==> config.mk <==
export PLATFORM = sky130hd
export DESIGN_NAME = hdc_stack_mem
export DESIGN_NICKNAME = d
export VERILOG_FILES = /design/src/hw/rtl/hdc_pkg.sv /design/src/hw/rtl/hdc_stack_mem.sv
export SDC_FILE = /design/constraint.sdc
export NUM_CORES = 2
export LEC_CHECK = 0
export BUFFER_PORTS_ARGS = -buffer_cell sky130_fd_sc_hd__buf_2
export CAP_MARGIN = 10
export CORE_UTILIZATION = 43
export DETAILED_ROUTE_END_ITERATION = 8
export GPL_TIMING_DRIVEN = 1
export PLACE_DENSITY = 0.69
export SLEW_MARGIN = 20
export SYNTH_ARGS = -nofsm -noshare
export SYNTH_HDL_FRONTEND = slang
export SYNTH_SLANG_ARGS = --single-unit
==> constraint.sdc <==
create_clock -name clock -period 3.35 [get_ports clock]
set_input_delay 0.8375 -clock clock [delete_from_list [all_inputs] [get_ports clock]]
set_output_delay 0.8375 -clock clock [all_outputs]
set_load 0.02 [all_outputs]
==> src/hw/rtl/hdc_pkg.sv <==
`timescale 1ns / 1ps
// ----------------------------------------------------------------------------
// Tree delta decoder package
// Types, widths and codes shared by the decoder modules.
// ----------------------------------------------------------------------------
package hdc_pkg;

   localparam int unsigned MAX_NODES_DEF = 256;
   localparam int unsigned BYTE_W        = 8;
   localparam int unsigned VALUE_W       = 7;
   localparam int unsigned LINK_W        = 10;
   localparam int unsigned COUNT_W       = 20;
   localparam int unsigned STK_ADDR_W    = 8;
   localparam logic [LINK_W-1:0] LINK_NONE = 10'h3FF;
   localparam logic [BYTE_W-1:0] SIGN_MASK = 8'hFF;

   typedef struct packed {
      logic [BYTE_W-1:0] in_byte;
      logic              first_byte;
      logic              end_of_data;
   } req_payload_type;

   typedef struct packed {
      logic [BYTE_W-1:0] sample;
      logic              last_sample;
   } rsp_payload_type;

   typedef struct packed {
      logic [VALUE_W-1:0] value;
      logic [LINK_W-1:0]  left;
      logic [LINK_W-1:0]  right;
   } node_word_type;

   typedef struct packed {
      logic rd;
      logic wr_value;
      logic wr_left;
      logic wr_right;
   } node_ctl_type;

   typedef struct packed {
      logic rd;
      logic wr;
   } stack_ctl_type;

   typedef struct packed {
      logic                  has_right;
      logic [STK_ADDR_W-1:0] addr;
   } stack_entry_type;

   typedef enum logic [1:0] {
      PH_BUILD,
      PH_SIGN,
      PH_WALK,
      PH_DONE
   } phase_type;

   typedef enum logic [2:0] {
      ST_IDLE,
      ST_BIT,
      ST_ROOT,
      ST_STEP,
      ST_POP,
      ST_POPW,
      ST_EMIT
   } state_type;

endpackage

==> src/hw/rtl/hdc_stack_mem.sv <==
`timescale 1ns / 1ps
// ----------------------------------------------------------------------------
// Build stack memory
// Holds the pending right children of the pre-order tree build.
// ----------------------------------------------------------------------------
module hdc_stack_mem #(
   parameter int unsigned MAX_NODES = hdc_pkg::MAX_NODES_DEF,
   localparam int unsigned AW = $clog2(MAX_NODES)
) (
   input  logic                     clock,
   input  hdc_pkg::stack_ctl_type   ctl,
   input  logic [AW-1:0]            addr,
   input  hdc_pkg::stack_entry_type wdata,
   output hdc_pkg::stack_entry_type rdata
);
   import hdc_pkg::*;

   stack_entry_type stack_mem [MAX_NODES];
   stack_entry_type rdata_ff;

   // push
   always_ff @(posedge clock) begin
      if (ctl.wr) begin
         stack_mem[addr] <= wdata;
      end
   end

   // pop read, registered
   always_ff @(posedge clock) begin
      if (ctl.rd) begin
         rdata_ff <= stack_mem[addr];
      end
   end

   assign rdata = rdata_ff;

endmodule

==> reports/qor_table.md <==
| Parameter | This run | Unit |
|---|---|---|
| Total power of the final layout | 59.40 | mW |
| Number of standard cells in the layout, taps in and fillers out | 7,436 | - |
| Ratio of final minimum period to clock period | 0.9817 | - |
| Cell taking the most area after synthesis | edfxtp_1 | - |
| RSZ-0062 raised after global routing | no | - |
| Final weighted congestion in routability-driven placement | 0.8453 | - |
| Post-cts hold buffer count | 0 | - |
| Category of the worst setup path launch point | input port | - |
| Maximum Capacitance Violations | 0 | - |
| Yosys warnings | 0 | - |
| Total clock sinks | 2,313 | - |
| Power density over the cells | 572.5 | nW/um2 |
| Leakage Power | 32.70 | nW |
| Count of endpoints failing setup in the final report | 0 | - |
| Count of vias placed by the detailed router | 44,182 | - |
| Count of cells resized by post-cts repair | 1 | - |
| Number of placed I/O pins | 29 | - |
| Cell count after synthesis | 3,945 | - |
| Clock input transition at the sequential cells of the worst setup and hold paths | 0.06 | ns |
| Share of synthesized flip-flops with an asynchronous set or reset | 0 | - |
| Via count normalized by instance count | 5.942 | - |
| EDFF count, synth | 2,313 | - |
| Yosys cell types | 21 | - |
| DRC violations left | 0 | - |
| Hold_sp | wdata[0] | - |
| Run status | finished, final reports clean | - |
| Detailed placer's ending HPWL | 135.6 | mm |
| Clock power frac | 0.412 | - |
| Number of global-route vias before repair | 44,868 | - |
| Number of rows in the core area | 165 | - |
| Number of nets in the layout | 4,597 | - |
| Slew at the pin closest to its max-slew limit | 1.161 | ns |
| Critical Path, Cell by Cell | buf_8 -> buf_12 -> buf_12 -> mux4_2 -> a22oi_1 -> buf_4 -> a21oi_1 -> o41ai_1 -> buf_4 -> nand4_1 | - |
| Number of H-tree levels | 4 | - |
| Standard cell with the maximum stage delay on the critical path | o41ai_1 | - |
| Cell types with the highest counts after synthesis | 2,313 x edfxtp_1, 576 x mux4_2, 288 x a22oi_1, 232 x nor2_1, 161 x clkbuf_1 | - |
| Largest net degree at the start of global routing | 129 | - |
| First-pass GRT wire length | 315.2 | mm |
| Antenna violations before repair | 10 | - |
| Dominant cells by area after synthesis | edfxtp_1 79%, mux4_2 15%, a22oi_1 2.5% | - |
| Worst setup path startpoint | addr[0] | - |
| Antenna violation net count after detailed routing | 0 | - |
| Switching part of the total | 0.2109 | - |
| Kind of critical path | in2reg | - |
| Netlist Area Pre-Place | 88,110 | um2 |
| Port buffer count | 28 | - |
| Proportion of netlist area held by the largest area contributor | 0.7883 | - |
| Arrival time of data at the critical path endpoint | 3.88 | ns |
| Floorplan core area | 202,900 | um2 |
| Starting utilization of the core area | 0.4342 | - |
| Most frequent cell after synthesis | edfxtp_1 | - |
| Total die area | 206,700 | um2 |
| Final setup skew | 0.04226 | ns |
| Synth Register Bits | 2,313 | - |
| Total GRT Usage | 0.2108 | - |
| Pins Over Slew Limit | 0 | - |
| Number of search-and-repair iterations in the first detailed-routing pass | 8 | - |
| Fraction of final layout cells sized beyond drive strength 1 | 0.3256 | - |
| Die height | 454.7 | um |
| Sequential share of the synthesized area | 0.7883 | - |
| Int Power | 46.87 | mW |
| Post-detailed-routing wire length | 217.3 | mm |
| Final count of hold timing violations | 0 | - |
| Worst-Skew Late Latency | 0.86 | ns |
| F_max | 0.3041 | GHz |
| Largest fanout on the critical path | 20 | - |
| Clock tree from TritonCTS | yes | - |
| Longest individual stage delay on the worst path | 0.86 | ns |
| Inst Count DP | 7,024 | - |
| Average routed wire per standard cell | 29.23 | um |
| CP endpoint kind | register | - |
| Syn_nets | 3,965 | - |
| Mean instance size in the synthesized netlist | 22.33 | um2 |
| Share of total power in combinational logic | 0.051 | - |
| Width of the die | 454.7 | um |
| Grt total ovfl | 0 | - |
| RR Startpoint | stack_mem[11][2] | - |
| Endpoint required time on the critical path | 3.94 | ns |
| Post-CTS Setup Inserts | 0 | - |
| Signed area change from the synthesized netlist to the final layout | 17.76 | % |
| Final critical path time including I/O delays and setup | 3.289 | ns |
| TritonCTS Buffers | 223 | - |
| Switching power | 12.53 | mW |
| Ys flop type | edfxtp_1 | - |
| IR Drop Worst-Case VDD | 0.0004820 | V |
| Max_slew headroom | 0.2230 | - |
| Cell at the root of the clock tree | clkbuf_16 | - |
| Part of the total power dissipated in sequential elements | 0.538 | - |
| HP Class | in2reg | - |
| Bufs on Longest Clock Path | 3 | - |
| Violation count after the first detailed-route iteration | 5,708 | - |
[cell families after synthesis]
logic type / synth area share
flip-flops: 0.7883
multiplexers: 0.1472
AO/OA/AOI/OAI: 0.03630
AND/OR/NAND/NOR: 0.01551
buffers and inverters: 0.01264
[worst max-delay path: cells and delay by family]
kind,cells,cell delay (ns)
simple gates,1,0.09
compound gates,3,1.23
buf+inv,5,1.13
mux,1,0.52
[worst paths after layout]
| kind | end | slack (ns) | depth (start not counted) |
|---|---|---|---|
| max | rdata[2] | 0.06 | 10 |
| max reg2reg | rdata[2] | 0.38 | 6 |
| min | stack_mem[10][0] | 0.21 | 1 |
| min reg2reg | rdata[0] | 1.15 | 6 |
[sequential cells by signal, indices dropped and copies added, names as in the netlist]
register,flops
stack_mem,2304
rdata,9
[per-layer routing]
metal / track usage / part of all wire / vias to the layer above
met4: 0.08712 / 0.039 / 2
met2: 0.3402 / 0.50 / 2114
met1: 0.2847 / 0.39 / 23574
li1: - / - / 18111
met3: 0.03648 / 0.079 / 381
met5: 0 / 0.000060 / -
[cells in the final DEF (no fill, tap or decap), types with 9 or more instances in the layout]
cell type,netlist,final
mux4_2,576,576
nand2_1,28,27
bufinv_16,0,18
nand4_1,9,9
clkinv_2,0,36
buf_12,0,99
buf_8,0,11
nor3_1,30,30
o41ai_1,36,35
nor2_1,232,231
buf_2,50,17
clkbuf_1,161,55
buf_4,15,536
a22oi_1,288,288
edfxtp_1,2313,2313
nand3_1,13,12
a21oi_1,144,144
clkinv_1,0,52
clkbuf_16,0,226
[power by group through the flow]
stage	Clock, mW	Combinational, mW	Sequential [mW]
5_1_grt	25.8	3.16	31.9
3_3_place_gp	0	2.97	32.6
3_5_place_dp	0	3.03	32.6
4_1_cts	24.7	3.03	31.9
6_report	24.4	3.01	31.9
2_1_floorplan	0	1.39	32.6
[area by class of cell]
cell class                 count  area, um2
antenna                        6      15.01
clock buffer                 281       5862
clock inverter               125       1239
fill                       15474      99180
inverter                       1      3.754
multi-input combinational   1375      17580
sequential                  2313      69460
tap                         2672       3343
timing repair buffer         663       6256
[through the flow]
step | worst slack, ns | hold slack (ns) | setup TNS (ns) | util | instance area [um2]
3_3_place_gp | -0.9304 | 1.064 | -6.780 | 0.4762 | 96630
2_1_floorplan | 0.2414 | 0.8956 | 0 | - | 88110
3_5_place_dp | -0.9066 | 1.066 | -8.517 | 0.4762 | 96630
5_1_grt | 0.05881 | 0.1632 | 0 | 0.5113 | 103800
6_report | 0.06125 | 0.2061 | 0 | 0.5113 | 103800
4_1_cts | 0.1137 | 0.1631 | 0 | 0.5112 | 103700
Note: power is estimated with default switching activity, not from simulation.
