`config.mk`:
```
export PLATFORM = sky130hd
export DESIGN_NAME = hdc_seq
export DESIGN_NICKNAME = d
export VERILOG_FILES = /design/src/hw/rtl/hdc_pkg.sv /design/src/hw/rtl/hdc_seq.sv
export SDC_FILE = /design/constraint.sdc
export NUM_CORES = 1
export LEC_CHECK = 0
export ABC_CLOCK_PERIOD_IN_PS = 7600
export BUFFER_PORTS_ARGS = -buffer_cell sky130_fd_sc_hd__clkbuf_2
export CAP_MARGIN = 15
export CORE_ASPECT_RATIO = 1.4
export CORE_UTILIZATION = 25
export DETAILED_ROUTE_END_ITERATION = 10
export PLACE_DENSITY_LB_ADDON = 0.25
export SYNTH_ARGS = -nofsm -noshare
export SYNTH_HDL_FRONTEND = slang
export SYNTH_SLANG_ARGS = --single-unit
```
`constraint.sdc`:
```
create_clock -name clock -period 7.6 [get_ports clock]
set_clock_uncertainty 0.05 [all_clocks]
set_input_delay 1.52 -clock clock [delete_from_list [all_inputs] [get_ports clock]]
set_output_delay 1.52 -clock clock [all_outputs]
set_load 0.05 [all_outputs]
```
`src/hw/rtl/hdc_pkg.sv`:
```
`timescale 1ns / 1ps
// ----------------------------------------------------------------------------
// Tree delta decoder package
// Types, widths and codes shared by the decoder modules.
// ----------------------------------------------------------------------------
package hdc_pkg;

   localparam int unsigned MAX_NODES_DEF = 256;
   localparam int unsigned BYTE_W        = 8;
   localparam int unsigned VALUE_W       = 7;
   localparam int unsigned LINK_W        = 10;
   localparam int unsigned COUNT_W       = 20;
   localparam int unsigned STK_ADDR_W    = 8;
   localparam logic [LINK_W-1:0] LINK_NONE = 10'h3FF;
   localparam logic [BYTE_W-1:0] SIGN_MASK = 8'hFF;

   typedef struct packed {
      logic [BYTE_W-1:0] in_byte;
      logic              first_byte;
      logic              end_of_data;
   } req_payload_type;

   typedef struct packed {
      logic [BYTE_W-1:0] sample;
      logic              last_sample;
   } rsp_payload_type;

   typedef struct packed {
      logic [VALUE_W-1:0] value;
      logic [LINK_W-1:0]  left;
      logic [LINK_W-1:0]  right;
   } node_word_type;

   typedef struct packed {
      logic rd;
      logic wr_value;
      logic wr_left;
      logic wr_right;
   } node_ctl_type;

   typedef struct packed {
      logic rd;
      logic wr;
   } stack_ctl_type;

   typedef struct packed {
      logic                  has_right;
      logic [STK_ADDR_W-1:0] addr;
   } stack_entry_type;

   typedef enum logic [1:0] {
      PH_BUILD,
      PH_SIGN,
      PH_WALK,
      PH_DONE
   } phase_type;

   typedef enum logic [2:0] {
      ST_IDLE,
      ST_BIT,
      ST_ROOT,
      ST_STEP,
      ST_POP,
      ST_POPW,
      ST_EMIT
   } state_type;

endpackage

```
`src/hw/rtl/hdc_seq.sv`:
```
`timescale 1ns / 1ps
// ----------------------------------------------------------------------------
// Decoder sequencer
// Steps through the bits of a byte: builds the tree into the node memory,
// then walks it per sample and hands each decoded sample out.
// ----------------------------------------------------------------------------
module hdc_seq #(
   parameter int unsigned MAX_NODES = hdc_pkg::MAX_NODES_DEF,
   localparam int unsigned AW = $clog2(MAX_NODES),
   localparam int unsigned CW = $clog2(MAX_NODES + 1)
) (
   input  logic                          clock,
   input  logic                          reset,
   input  logic                          byte_valid,
   output logic                          byte_ready,
   input  hdc_pkg::req_payload_type      byte_data,
   input  logic [hdc_pkg::COUNT_W-1:0]   sample_count,
   output logic                          emit_valid,
   input  logic                          emit_ready,
   output hdc_pkg::rsp_payload_type      emit_data,
   output hdc_pkg::node_ctl_type         node_ctl,
   output logic [AW-1:0]                 node_addr,
   output hdc_pkg::node_word_type        node_wdata,
   input  hdc_pkg::node_word_type        node_rdata,
   output hdc_pkg::stack_ctl_type        stack_ctl,
   output logic [AW-1:0]                 stack_addr,
   output hdc_pkg::stack_entry_type      stack_wdata,
   input  hdc_pkg::stack_entry_type      stack_rdata
);
   import hdc_pkg::*;

   state_type          state_ff, state_in;
   phase_type          phase_ff, phase_in;
   logic [BYTE_W-1:0]  shift_ff, shift_in;
   logic [2:0]         bit_idx_ff, bit_idx_in;
   logic               eod_ff, eod_in;
   logic [3:0]         field_ff, field_in;
   logic [VALUE_W-1:0] partial_ff, partial_in;
   logic               has_left_ff, has_left_in;
   logic [CW-1:0]      total_ff, total_in;
   logic [CW-1:0]      depth_ff, depth_in;
   logic               pop_oob_ff, pop_oob_in;
   node_word_type      cur_ff, cur_in;
   logic               pending_ff, pending_in;
   logic [BYTE_W-1:0]  delta_ff, delta_in;
   logic [BYTE_W-1:0]  running_ff, running_in;
   logic [COUNT_W-1:0] done_ff, done_in;
   rsp_payload_type    res_ff, res_in;

   logic               bit_w;
   logic               last_bit;
   logic               last_idx;
   logic               accept;
   logic [CW-1:0]      hdr_total;
   logic               room;
   logic [LINK_W-1:0]  walk_nxt;
   logic               nxt_oob;
   logic               step_end;
   logic               stop_due;
   logic [CW-1:0]      depth_m1;
   stack_entry_type    pop_e;
   logic               pop_a_oob;
   logic [BYTE_W-1:0]  end_base;
   logic [BYTE_W-1:0]  end_delta;
   logic [BYTE_W-1:0]  end_running;
   logic               hdr_pop;

   // shared decode of the current bit
   always_comb begin
      bit_w     = shift_ff[0];
      last_idx  = (bit_idx_ff == 3'd7);
      last_bit  = eod_ff && last_idx;
      accept    = byte_valid && byte_ready;
      hdr_total = total_ff + CW'(1);
      room      = hdr_total < CW'(MAX_NODES);
      walk_nxt  = bit_w ? cur_ff.right : cur_ff.left;
      nxt_oob   = walk_nxt >= LINK_W'(MAX_NODES);
      step_end  = last_bit || (node_rdata.left == LINK_NONE) || (node_rdata.right == LINK_NONE);
      stop_due  = done_ff >= sample_count;
      depth_m1  = depth_ff - CW'(1);
      pop_e     = pop_oob_ff ? '0 : stack_rdata;
      pop_a_oob = {1'b0, pop_e.addr} >= (STK_ADDR_W + 1)'(MAX_NODES);
      hdr_pop   = has_left_ff ? !room : !(bit_w && room);
      end_base  = (state_ff == ST_STEP) ? BYTE_W'(node_rdata.value) : delta_ff;
      end_delta = end_base ^ (pending_ff ? SIGN_MASK : '0);
      end_running = running_ff + end_delta;
   end

   // next state
   always_comb begin
      state_in = state_ff;
      unique case (state_ff)
         ST_IDLE: begin
            if (accept) begin
               state_in = ST_BIT;
            end
         end
         ST_BIT: begin
            unique case (phase_ff)
               PH_BUILD: begin
                  if (field_ff == 4'd8 && hdr_pop) begin
                     state_in = ST_POP;
                  end else if (last_idx) begin
                     state_in = ST_IDLE;
                  end
               end
               PH_SIGN: begin
                  if (!stop_due) begin
                     state_in = ST_ROOT;
                  end else if (last_idx) begin
                     state_in = ST_IDLE;
                  end
               end
               PH_WALK: begin
                  state_in = nxt_oob ? ST_EMIT : ST_STEP;
               end
               PH_DONE: begin
                  if (last_idx) begin
                     state_in = ST_IDLE;
                  end
               end
               default: state_in = ST_IDLE;
            endcase
         end
         ST_ROOT: state_in = last_idx ? ST_IDLE : ST_BIT;
         ST_STEP: begin
            if (step_end) begin
               state_in = ST_EMIT;
            end else begin
               state_in = last_idx ? ST_IDLE : ST_BIT;
            end
         end
         ST_POP: begin
            if (depth_ff == '0) begin
               state_in = last_idx ? ST_IDLE : ST_BIT;
            end else begin
               state_in = ST_POPW;
            end
         end
         ST_POPW: begin
            if (pop_e.has_right && total_ff < CW'(MAX_NODES)) begin
               state_in = last_idx ? ST_IDLE : ST_BIT;
            end else begin
               state_in = ST_POP;
            end
         end
         ST_EMIT: begin
            if (emit_ready) begin
               state_in = last_idx ? ST_IDLE : ST_BIT;
            end
         end
         default: state_in = ST_IDLE;
      endcase
   end

   // datapath and memory controls
   always_comb begin
      phase_in    = phase_ff;
      shift_in    = shift_ff;
      bit_idx_in  = bit_idx_ff;
      eod_in      = eod_ff;
      field_in    = field_ff;
      partial_in  = partial_ff;
      has_left_in = has_left_ff;
      total_in    = total_ff;
      depth_in    = depth_ff;
      pop_oob_in  = pop_oob_ff;
      cur_in      = cur_ff;
      pending_in  = pending_ff;
      delta_in    = delta_ff;
      running_in  = running_ff;
      done_in     = done_ff;
      res_in      = res_ff;
      node_ctl    = '0;
      node_addr   = total_ff[AW-1:0];
      node_wdata  = '{value: '0, left: LINK_NONE, right: LINK_NONE};
      stack_ctl   = '0;
      stack_addr  = depth_ff[AW-1:0];
      stack_wdata = '{has_right: bit_w, addr: STK_ADDR_W'(total_ff)};

      unique case (state_ff)
         ST_IDLE: begin
            if (accept) begin
               shift_in   = byte_data.in_byte;
               eod_in     = byte_data.end_of_data;
               bit_idx_in = '0;
               if (byte_data.first_byte) begin
                  phase_in   = PH_BUILD;
                  field_in   = '0;
                  partial_in = '0;
                  total_in   = '0;
                  depth_in   = '0;
                  pending_in = 1'b0;
                  delta_in   = '0;
                  running_in = '0;
                  done_in    = '0;
               end
            end
         end
         ST_BIT: begin
            unique case (phase_ff)
               PH_BUILD: begin
                  if (field_ff < 4'd7) begin
                     // collect the node value, store it on its seventh bit
                     partial_in[field_ff[2:0]] = bit_w;
                     field_in = field_ff + 4'd1;
                     if (field_ff == 4'd6) begin
                        partial_in = '0;
                        node_wdata.value = {bit_w, partial_ff[VALUE_W-2:0]};
                        node_ctl.wr_value = total_ff < CW'(MAX_NODES);
                     end
                  end else if (field_ff == 4'd7) begin
                     has_left_in = bit_w;
                     field_in    = 4'd8;
                  end else begin
                     // close the header: set links; with a left child, push the node and its right flag
                     field_in   = '0;
                     partial_in = '0;
                     total_in   = hdr_total;
                     node_ctl.wr_left  = 1'b1;
                     if (has_left_ff) begin
                        node_wdata.left = LINK_W'(hdr_total);
                        stack_ctl.wr = depth_ff < CW'(MAX_NODES);
                        depth_in     = depth_ff + CW'(1);
                     end else begin
                        node_ctl.wr_right = 1'b1;
                        if (bit_w) begin
                           node_wdata.right = LINK_W'(hdr_total);
                        end
                     end
                  end
               end
               PH_SIGN: begin
                  if (stop_due) begin
                     phase_in = PH_DONE;
                  end else begin
                     pending_in  = bit_w;
                     phase_in    = PH_WALK;
                     node_ctl.rd = 1'b1;
                     node_addr   = '0;
                  end
               end
               PH_WALK: begin
                  if (!nxt_oob) begin
                     node_ctl.rd = 1'b1;
                     node_addr   = walk_nxt[AW-1:0];
                  end
               end
               PH_DONE: begin
               end
               default: begin
               end
            endcase
         end
         ST_ROOT: begin
            cur_in = node_rdata;
         end
         ST_STEP: begin
            delta_in = BYTE_W'(node_rdata.value);
            cur_in   = node_rdata;
         end
         ST_POP: begin
            if (depth_ff == '0) begin
               phase_in = PH_SIGN;
            end else begin
               depth_in      = depth_m1;
               pop_oob_in    = depth_m1 >= CW'(MAX_NODES);
               stack_ctl.rd  = 1'b1;
               stack_addr    = depth_m1[AW-1:0];
            end
         end
         ST_POPW: begin
            // resume the popped node's right child, or mark it empty
            node_ctl.wr_right = 1'b1;
            node_addr = pop_a_oob ? '0 : pop_e.addr[AW-1:0];
            if (pop_e.has_right) begin
               node_wdata.right = LINK_W'(total_ff);
               if (total_ff < CW'(MAX_NODES)) begin
                  field_in   = '0;
                  partial_in = '0;
               end
            end
         end
         ST_EMIT: begin
         end
         default: begin
         end
      endcase

      // close a sample: apply sign, accumulate, count
      if ((state_ff == ST_BIT && phase_ff == PH_WALK && nxt_oob) ||
          (state_ff == ST_STEP && step_end)) begin
         delta_in   = end_delta;
         running_in = end_running;
         res_in.sample = (done_ff != '0) ? end_running : '0;
         res_in.last_sample = ({1'b0, done_ff} + (COUNT_W + 1)'(1)) == {1'b0, sample_count};
         done_in    = done_ff + COUNT_W'(1);
         phase_in   = PH_SIGN;
      end

      // advance to the next bit once this one is finished
      if (state_in == ST_BIT || (state_in == ST_IDLE && state_ff != ST_IDLE)) begin
         if (state_ff != ST_IDLE) begin
            shift_in   = shift_ff >> 1;
            bit_idx_in = bit_idx_ff + 3'd1;
         end
      end
   end

   // registers
   always_ff @(posedge clock) begin
      if (reset) begin
         state_ff   <= ST_IDLE;
         phase_ff   <= PH_BUILD;
         field_ff   <= '0;
         partial_ff <= '0;
         total_ff   <= '0;
         depth_ff   <= '0;
         pending_ff <= 1'b0;
         delta_ff   <= '0;
         running_ff <= '0;
         done_ff    <= '0;
      end else begin
         state_ff   <= state_in;
         phase_ff   <= phase_in;
         field_ff   <= field_in;
         partial_ff <= partial_in;
         total_ff   <= total_in;
         depth_ff   <= depth_in;
         pending_ff <= pending_in;
         delta_ff   <= delta_in;
         running_ff <= running_in;
         done_ff    <= done_in;
      end
   end

   // payload registers
   always_ff @(posedge clock) begin
      shift_ff    <= shift_in;
      bit_idx_ff  <= bit_idx_in;
      eod_ff      <= eod_in;
      has_left_ff <= has_left_in;
      pop_oob_ff  <= pop_oob_in;
      cur_ff      <= cur_in;
      res_ff      <= res_in;
   end

   assign byte_ready = (state_ff == ST_IDLE);
   assign emit_valid = (state_ff == ST_EMIT);
   assign emit_data  = res_ff;

endmodule

```
==> impl_metrics.tcl, run 1 <==
set metrics [dict create \
    cts_tree "yes" \
    die_area_um2 32800 \
    maxSlewHeadroom 0.339 \
    synth.most_common_cell "nor2_1" \
    path_max_fanout 8 \
    std_cell_rows 77 \
    gp_congestion 0.859 \
    cts-htree-levels 4 \
    yosys-top-cells-count "117 x nor2_1, 80 x dfxtp_1, 76 x nand2_1" \
    ys_seq_elements 113 \
    fill_cells 3416 \
    status "completed" \
    synth_cells 1001 \
    postRouteAntennaNets 0 \
    drt_pre_antenna_iters 4 \
    hold_viol 0 \
    coreArea_um2 31600 \
    rsz0062_at_grt "false" \
    cap_violations 0 \
    die_h_um 214 \
    setup_tns_ns 0 \
    route.met3.wl_um 820 \
    holdPathStages 2 \
    die_x_um 153 \
    netlist_top_cells_area "dfxtp_1 20%, edfxtp_1 12%, ha_1 6.4%, nor2_1 5.5%, o21ai_0 4.1%" \
    via_per_inst 5.03 \
    grt-ovfl-total 0 \
    io_pins 139 \
    hold_path.class "flop to flop" \
    drive_above_1_share 0.186 \
    tightest_slew_ns 0.989 \
    diodes 0 \
    route.met2.wl_mm 13.1 \
    nNetsFinal 1201 \
    leakage_nw 3.86 \
    synthAdderAreaFrac 0.0664 \
    syn_nets 1113 \
    first_global_vias 7355 \
    drv_slew 0 \
    pwr_density_cell_nw_per_um2 188 \
    fin_crit_ns 5.85 \
    ys.flop_type "dfxtp_1" \
    synth_top_area_frac 0.200 \
    post-route-period-util 0.770 \
    synth-edff-count 33 \
    io_buffers 138 \
    ir_drop_uv 139 \
    drt-met1-wl_mm 10.7 \
    clock-sinks 113 \
    wl_mm 25.2 \
    yosysSeqAreaShare 0.323 \
    cts.clk_slew.worst_paths_ns 0.05 \
    setup_viol 0 \
    cts_setup_buffers 0 \
    dr_total_vias 7524 \
    highest_layer "met4" \
    syn2layout_area_growth_pct 18.9 \
    ys.warnings.count 0 \
    async_flop_share 0 \
    synth-simple-area-share 0.247 \
    syn_area_um2 8030 \
    cp-start-kind "input pin" \
    grt_pass1_wl_mm 40.4 \
    drt_iter0_markers 359 \
    fin_util 0.302 \
    clk_latency_ns 0.42 \
    synth_top_area_cell "dfxtp_1" \
    cts_root_buffer "clkbuf_16" \
    cts_resized 0 \
    synth_cell_types 78 \
    synth_top_family_by_area "simple AND/OR/NAND/NOR gates" \
    initial_core_util 0.254 \
    ff2ff_path_depth 14 \
    critical_path_class "input pin to primary output" \
    grt_max_degree 71 \
    synth.mux.area_fraction 0.0564 \
    drc 0 \
    ctsHoldBuffers 0 \
    synth_compound_area_frac 0.189 \
    fmax_mhz 171 \
    endpoint_kind "primary output" \
    cts_buffers 17 \
    crit_required_ns 6.03 \
    grt_usage 0.156 \
    synth_xor_xnor_area_share 0.0557 \
    cp.arrival_ns 4.28 \
    antenna_found_initial 0 \
    cts_buffer_depth 2 \
    hpwlAfterDp_mm 18.6 \
    syn_avg_cell_area_um2 8.02 \
    wl_per_cell_um 16.8 \
]
-- sequential cells by signal, summed over array words and instances, names as in the netlist, 3 cells and up, named ones only --
name        count
state_ff        3
delta_ff        8
field_ff        4
partial_ff      6
depth_ff        9
total_ff        9
cur_ff         20
emit_data       9
shift_ff        8
done_ff        20
running_ff      8
-- critical path: stages --
cell	delay (ns)
clkbuf_2	0.10
inv_1	0.05
ha_1	0.30
a21oi_1	0.13
o21ai_0	0.14
a221oi_1	0.55
nand2_1	0.26
a21oi_1	0.66
o21ai_0	0.29
clkbuf_2	0.30
-- logic make-up after synthesis --
kind of cell / after synthesis
AND/OR/NAND/NOR: 395
AO/OA/AOI/OAI: 238
buffers and inverters: 121
flip-flops: 113
XOR/XNOR: 51
adder cells (fa/ha/maj): 42
multiplexers: 41
-- cell usage in the layout (no fill, tap or decap), drive strengths merged, types with 6 or more instances in the layout --
cell	count
clkbuf	158
nor2	117
dfxtp	80
nand2	76
o21ai	67
a21oi	63
inv	43
ha	41
nand3	37
nor3	34
xnor2	33
edfxtp	33
mux2i	25
and2	21
and3	19
xor2	18
nand4	17
a31oi	17
mux2	16
nand2b	14
a221oi	14
nor4	12
a22oi	11
or3	10
a211oi	10
buf	9
nand3b	8
nor2b	7
a311oi	7
o31ai	6
-- report_power, final --
part | switching [mW] | total [mW] | internal (mW) | leakage, nW
Sequential | 0.0402 | 0.689 | 0.649 | 0.948
Combinational | 0.162 | 0.274 | 0.113 | 2.63
Clock | 0.290 | 0.834 | 0.544 | 0.285
Total | 0.492 | 1.80 | 1.31 | 3.86
-- through the flow --
stage,area [µm²],hold slack [ns],std cells,power (mW),setup WS [ns]
after floorplan,8030,0.380,1001,0.896,2.28
after global placement,8940,0.400,1465,0.976,1.72
after detailed placement,8940,0.404,1465,0.979,1.63
after CTS,9550,0.416,1497,1.82,1.61
after global routing,9550,0.437,1497,1.89,1.49
final,9550,0.412,1497,1.80,1.75
-- path summary, 6_finish.rpt --
kind / slack, ns / from / end
worst min-delay path: 0.41 / shift_ff[7]$_DFF_P_ / shift_ff[7]$_DFF_P_
worst max-delay path: 1.75 / sample_count[15] / node_addr[1]
worst min register to register: 0.41 / shift_ff[7]$_DFF_P_ / shift_ff[7]$_DFF_P_
worst max register to register: 3.82 / state_ff[2]$_SDFF_PP0_ / running_ff[6]$_SDFFE_PP0P_
-- area by class of cell --
| type | count | area (µm²) | area share |
|---|---|---|---|
| clock buffers | 20 | 437 | 0.0457 |
| repair buffers | 147 | 758 | 0.0794 |
| flip-flops and latches | 113 | 2590 | 0.272 |
| inverters | 43 | 164 | 0.0172 |
| clock inverters | 12 | 165 | 0.0173 |
| multi-input cells | 767 | 4930 | 0.517 |
| well taps | 395 | 494 | 0.0518 |
-- layer usage --
metal / track usage / up-vias
met4: 0.0553 / 0
met5: 0 / -
met1: 0.181 / 3563
met2: 0.282 / 148
met3: 0.0283 / 31
li1: - / 3782
No activity file was read; power rests on OpenSTA's default activity.
==> run 2, diff against run 1 <==
--- a/config.mk
+++ b/config.mk
@@ -5,7 +5,7 @@
 export SDC_FILE = /design/constraint.sdc
 export NUM_CORES = 1
 export LEC_CHECK = 0
-export ABC_CLOCK_PERIOD_IN_PS = 7600
+export ABC_CLOCK_PERIOD_IN_PS = 5300
 export BUFFER_PORTS_ARGS = -buffer_cell sky130_fd_sc_hd__clkbuf_2
 export CAP_MARGIN = 15
 export CORE_ASPECT_RATIO = 1.4
==> constraint.sdc (replaced) <==
create_clock -name clock -period 5.3 [get_ports clock]
set_clock_uncertainty 0.05 [all_clocks]
set_input_delay 1.06 -clock clock [delete_from_list [all_inputs] [get_ports clock]]
set_output_delay 1.06 -clock clock [all_outputs]
set_load 0.05 [all_outputs]
==> run 2 against run 1 <==
Critical path depth fell by 2; sequential power rose by 41%; sequential share of layout area barely moved; first-iteration DRC count fell by 13%; final cell count rose by 0.33%; cell area rose by 0.13%; routed wire length fell by 0.29%; register-to-register slack got worse by 2.2 ns; clock power rose by 37%; critical endpoint is now stack_ctl[0].
==> impl_metrics.tcl, run 2 (synthesis gave the netlist of run 1 again) <==
set metrics [dict create \
    status "completed" \
    fin_util 0.302 \
    largestRegisters "cur_ff x20, done_ff x20" \
    path_buf_inv 3 \
    wl_mm 25.1 \
    ctsHoldBuffers 0 \
    cts-htree-levels 4 \
    post-route-period-util 0.881 \
    grt_max_degree 43 \
    cts_resized 0 \
    cp.arrival_ns 3.56 \
    setup_viol 0 \
    grt-ovfl-total 0 \
    path_cells "nand2b_1 > nor2_1 > nand3_1 > inv_1 > and2_0 > inv_1 > nor2_1 > clkbuf_2" \
    cap_violations 0 \
    std_cell_rows 77 \
    coreArea_um2 31600 \
    cpMaxStageDelayCell "dfxtp_1" \
    postRouteAntennaNets 0 \
    die_h_um 214 \
    instances_no_fill 1502 \
    cts_buffers 17 \
    wl_per_cell_um 16.7 \
    initial_core_util 0.254 \
    slowest_delay_ns 0.66 \
    io_pins 139 \
    nNetsFinal 1206 \
    setup_tns_ns 0 \
    cts_setup_buffers 0 \
    syn2layout_area_growth_pct 19.1 \
    clk_latency_ns 0.42 \
    critical_path_class "flop to primary output" \
    layout_commonest_cell "clkbuf_2" \
    critical-path-top-delay-family "simple AND/OR/NAND/NOR gates" \
    cts_tree "yes" \
    maxSlewHeadroom 0.291 \
    fin_crit_ns 4.67 \
    place_inst 1470 \
    cts.clk_slew.worst_paths_ns 0.06 \
    hold_path.class "flop to flop" \
    drive_above_1_share 0.191 \
    rsz0062_at_grt "false" \
    crit_required_ns 4.19 \
    cp-start-kind "flop" \
    die_area_um2 32800 \
    via_per_inst 5.05 \
    cts_root_buffer "clkbuf_16" \
    hold_viol 0 \
    hpwlAfterDp_mm 18.8 \
    die_x_um 153 \
    io_buffers 138 \
    clock-sinks 113 \
    final_cell_mix "138 x clkbuf_2, 117 x nor2_1, 80 x dfxtp_1" \
    diodes 0 \
    fmax_mhz 214 \
    cts_buffer_depth 2 \
    ir_drop_uv 214 \
    pwr_density_cell_nw_per_um2 264 \
    drc 0 \
    final.setup.worst_slack_ns 0.631 \
    grt_usage 0.157 \
    drv_slew 0 \
    drt_iter0_markers 311 \
    gp_congestion 0.871 \
    drt_pre_antenna_iters 5 \
    first_global_vias 7479 \
    post-place-ws_ns 0.635 \
    leakage_nw 3.87 \
    worst_hold_slack_ns 0.416 \
    grt_pass1_wl_mm 40.7 \
    dr_total_vias 7590 \
    tightest_slew_ns 1.06 \
    path_max_fanout 17 \
    endpoint_kind "primary output" \
    antenna_found_initial 0 \
]
## run 2: cell count changes in the layout (fill, tap and decap cells not counted), sizes merged
cell,previous run,this run
clkbuf,158,161
clkinv,5,2
buf,9,14
bufinv,4,2
inv,43,45
## run 2: final cells by class
class / instances / area, µm²
multi-input cells: 767 / 4930
inverters: 43 / 164
repair buffers: 152 / 796
well taps: 395 / 494
flip-flops and latches: 113 / 2590
clock inverters: 9 / 109
clock buffers: 23 / 468
fillers: 3410 / 22000
## run 2: layer usage
layer  share of wire  GRT usage
met3           0.037     0.0323
met5               0          0
met1            0.42      0.179
met4           0.032     0.0690
met2            0.52      0.280
## run 2: where the power goes
part	total, mW	internal, mW	switching [mW]
Sequential	0.972	0.931	0.0418
Combinational	0.416	0.166	0.250
Clock	1.14	0.716	0.420
## run 2: final timing paths
kind	startpoint	to	cells past startpoint	slack, ns
min reg2reg	bit_idx_ff[1]$_DFF_P_	bit_idx_ff[1]$_DFF_P_	2	0.42
max reg2reg	state_ff[0]$_SDFF_PP0_	running_ff[6]$_SDFFE_PP0P_	13	1.61
max	state_ff[0]$_SDFF_PP0_	stack_ctl[0]	8	0.63
min	bit_idx_ff[1]$_DFF_P_	bit_idx_ff[1]$_DFF_P_	2	0.42
## run 2: through the flow
stage          power, mW  cell area, µm²
2_1_floorplan       1.28            8030
3_3_place_gp        1.41            8980
3_5_place_dp        1.41            8980
4_1_cts             2.57            9560
5_1_grt             2.65            9560
6_report            2.52            9560
## run 2: worst reg2reg max path, delay by kind of cell, from the launching register on
family          cells  cell delay, ns
mux                 1            0.37
simple gates        3            0.67
xor+xnor            2            0.32
compound gates      5            0.89
fa+ha+maj           2            0.63
flops               1            0.66
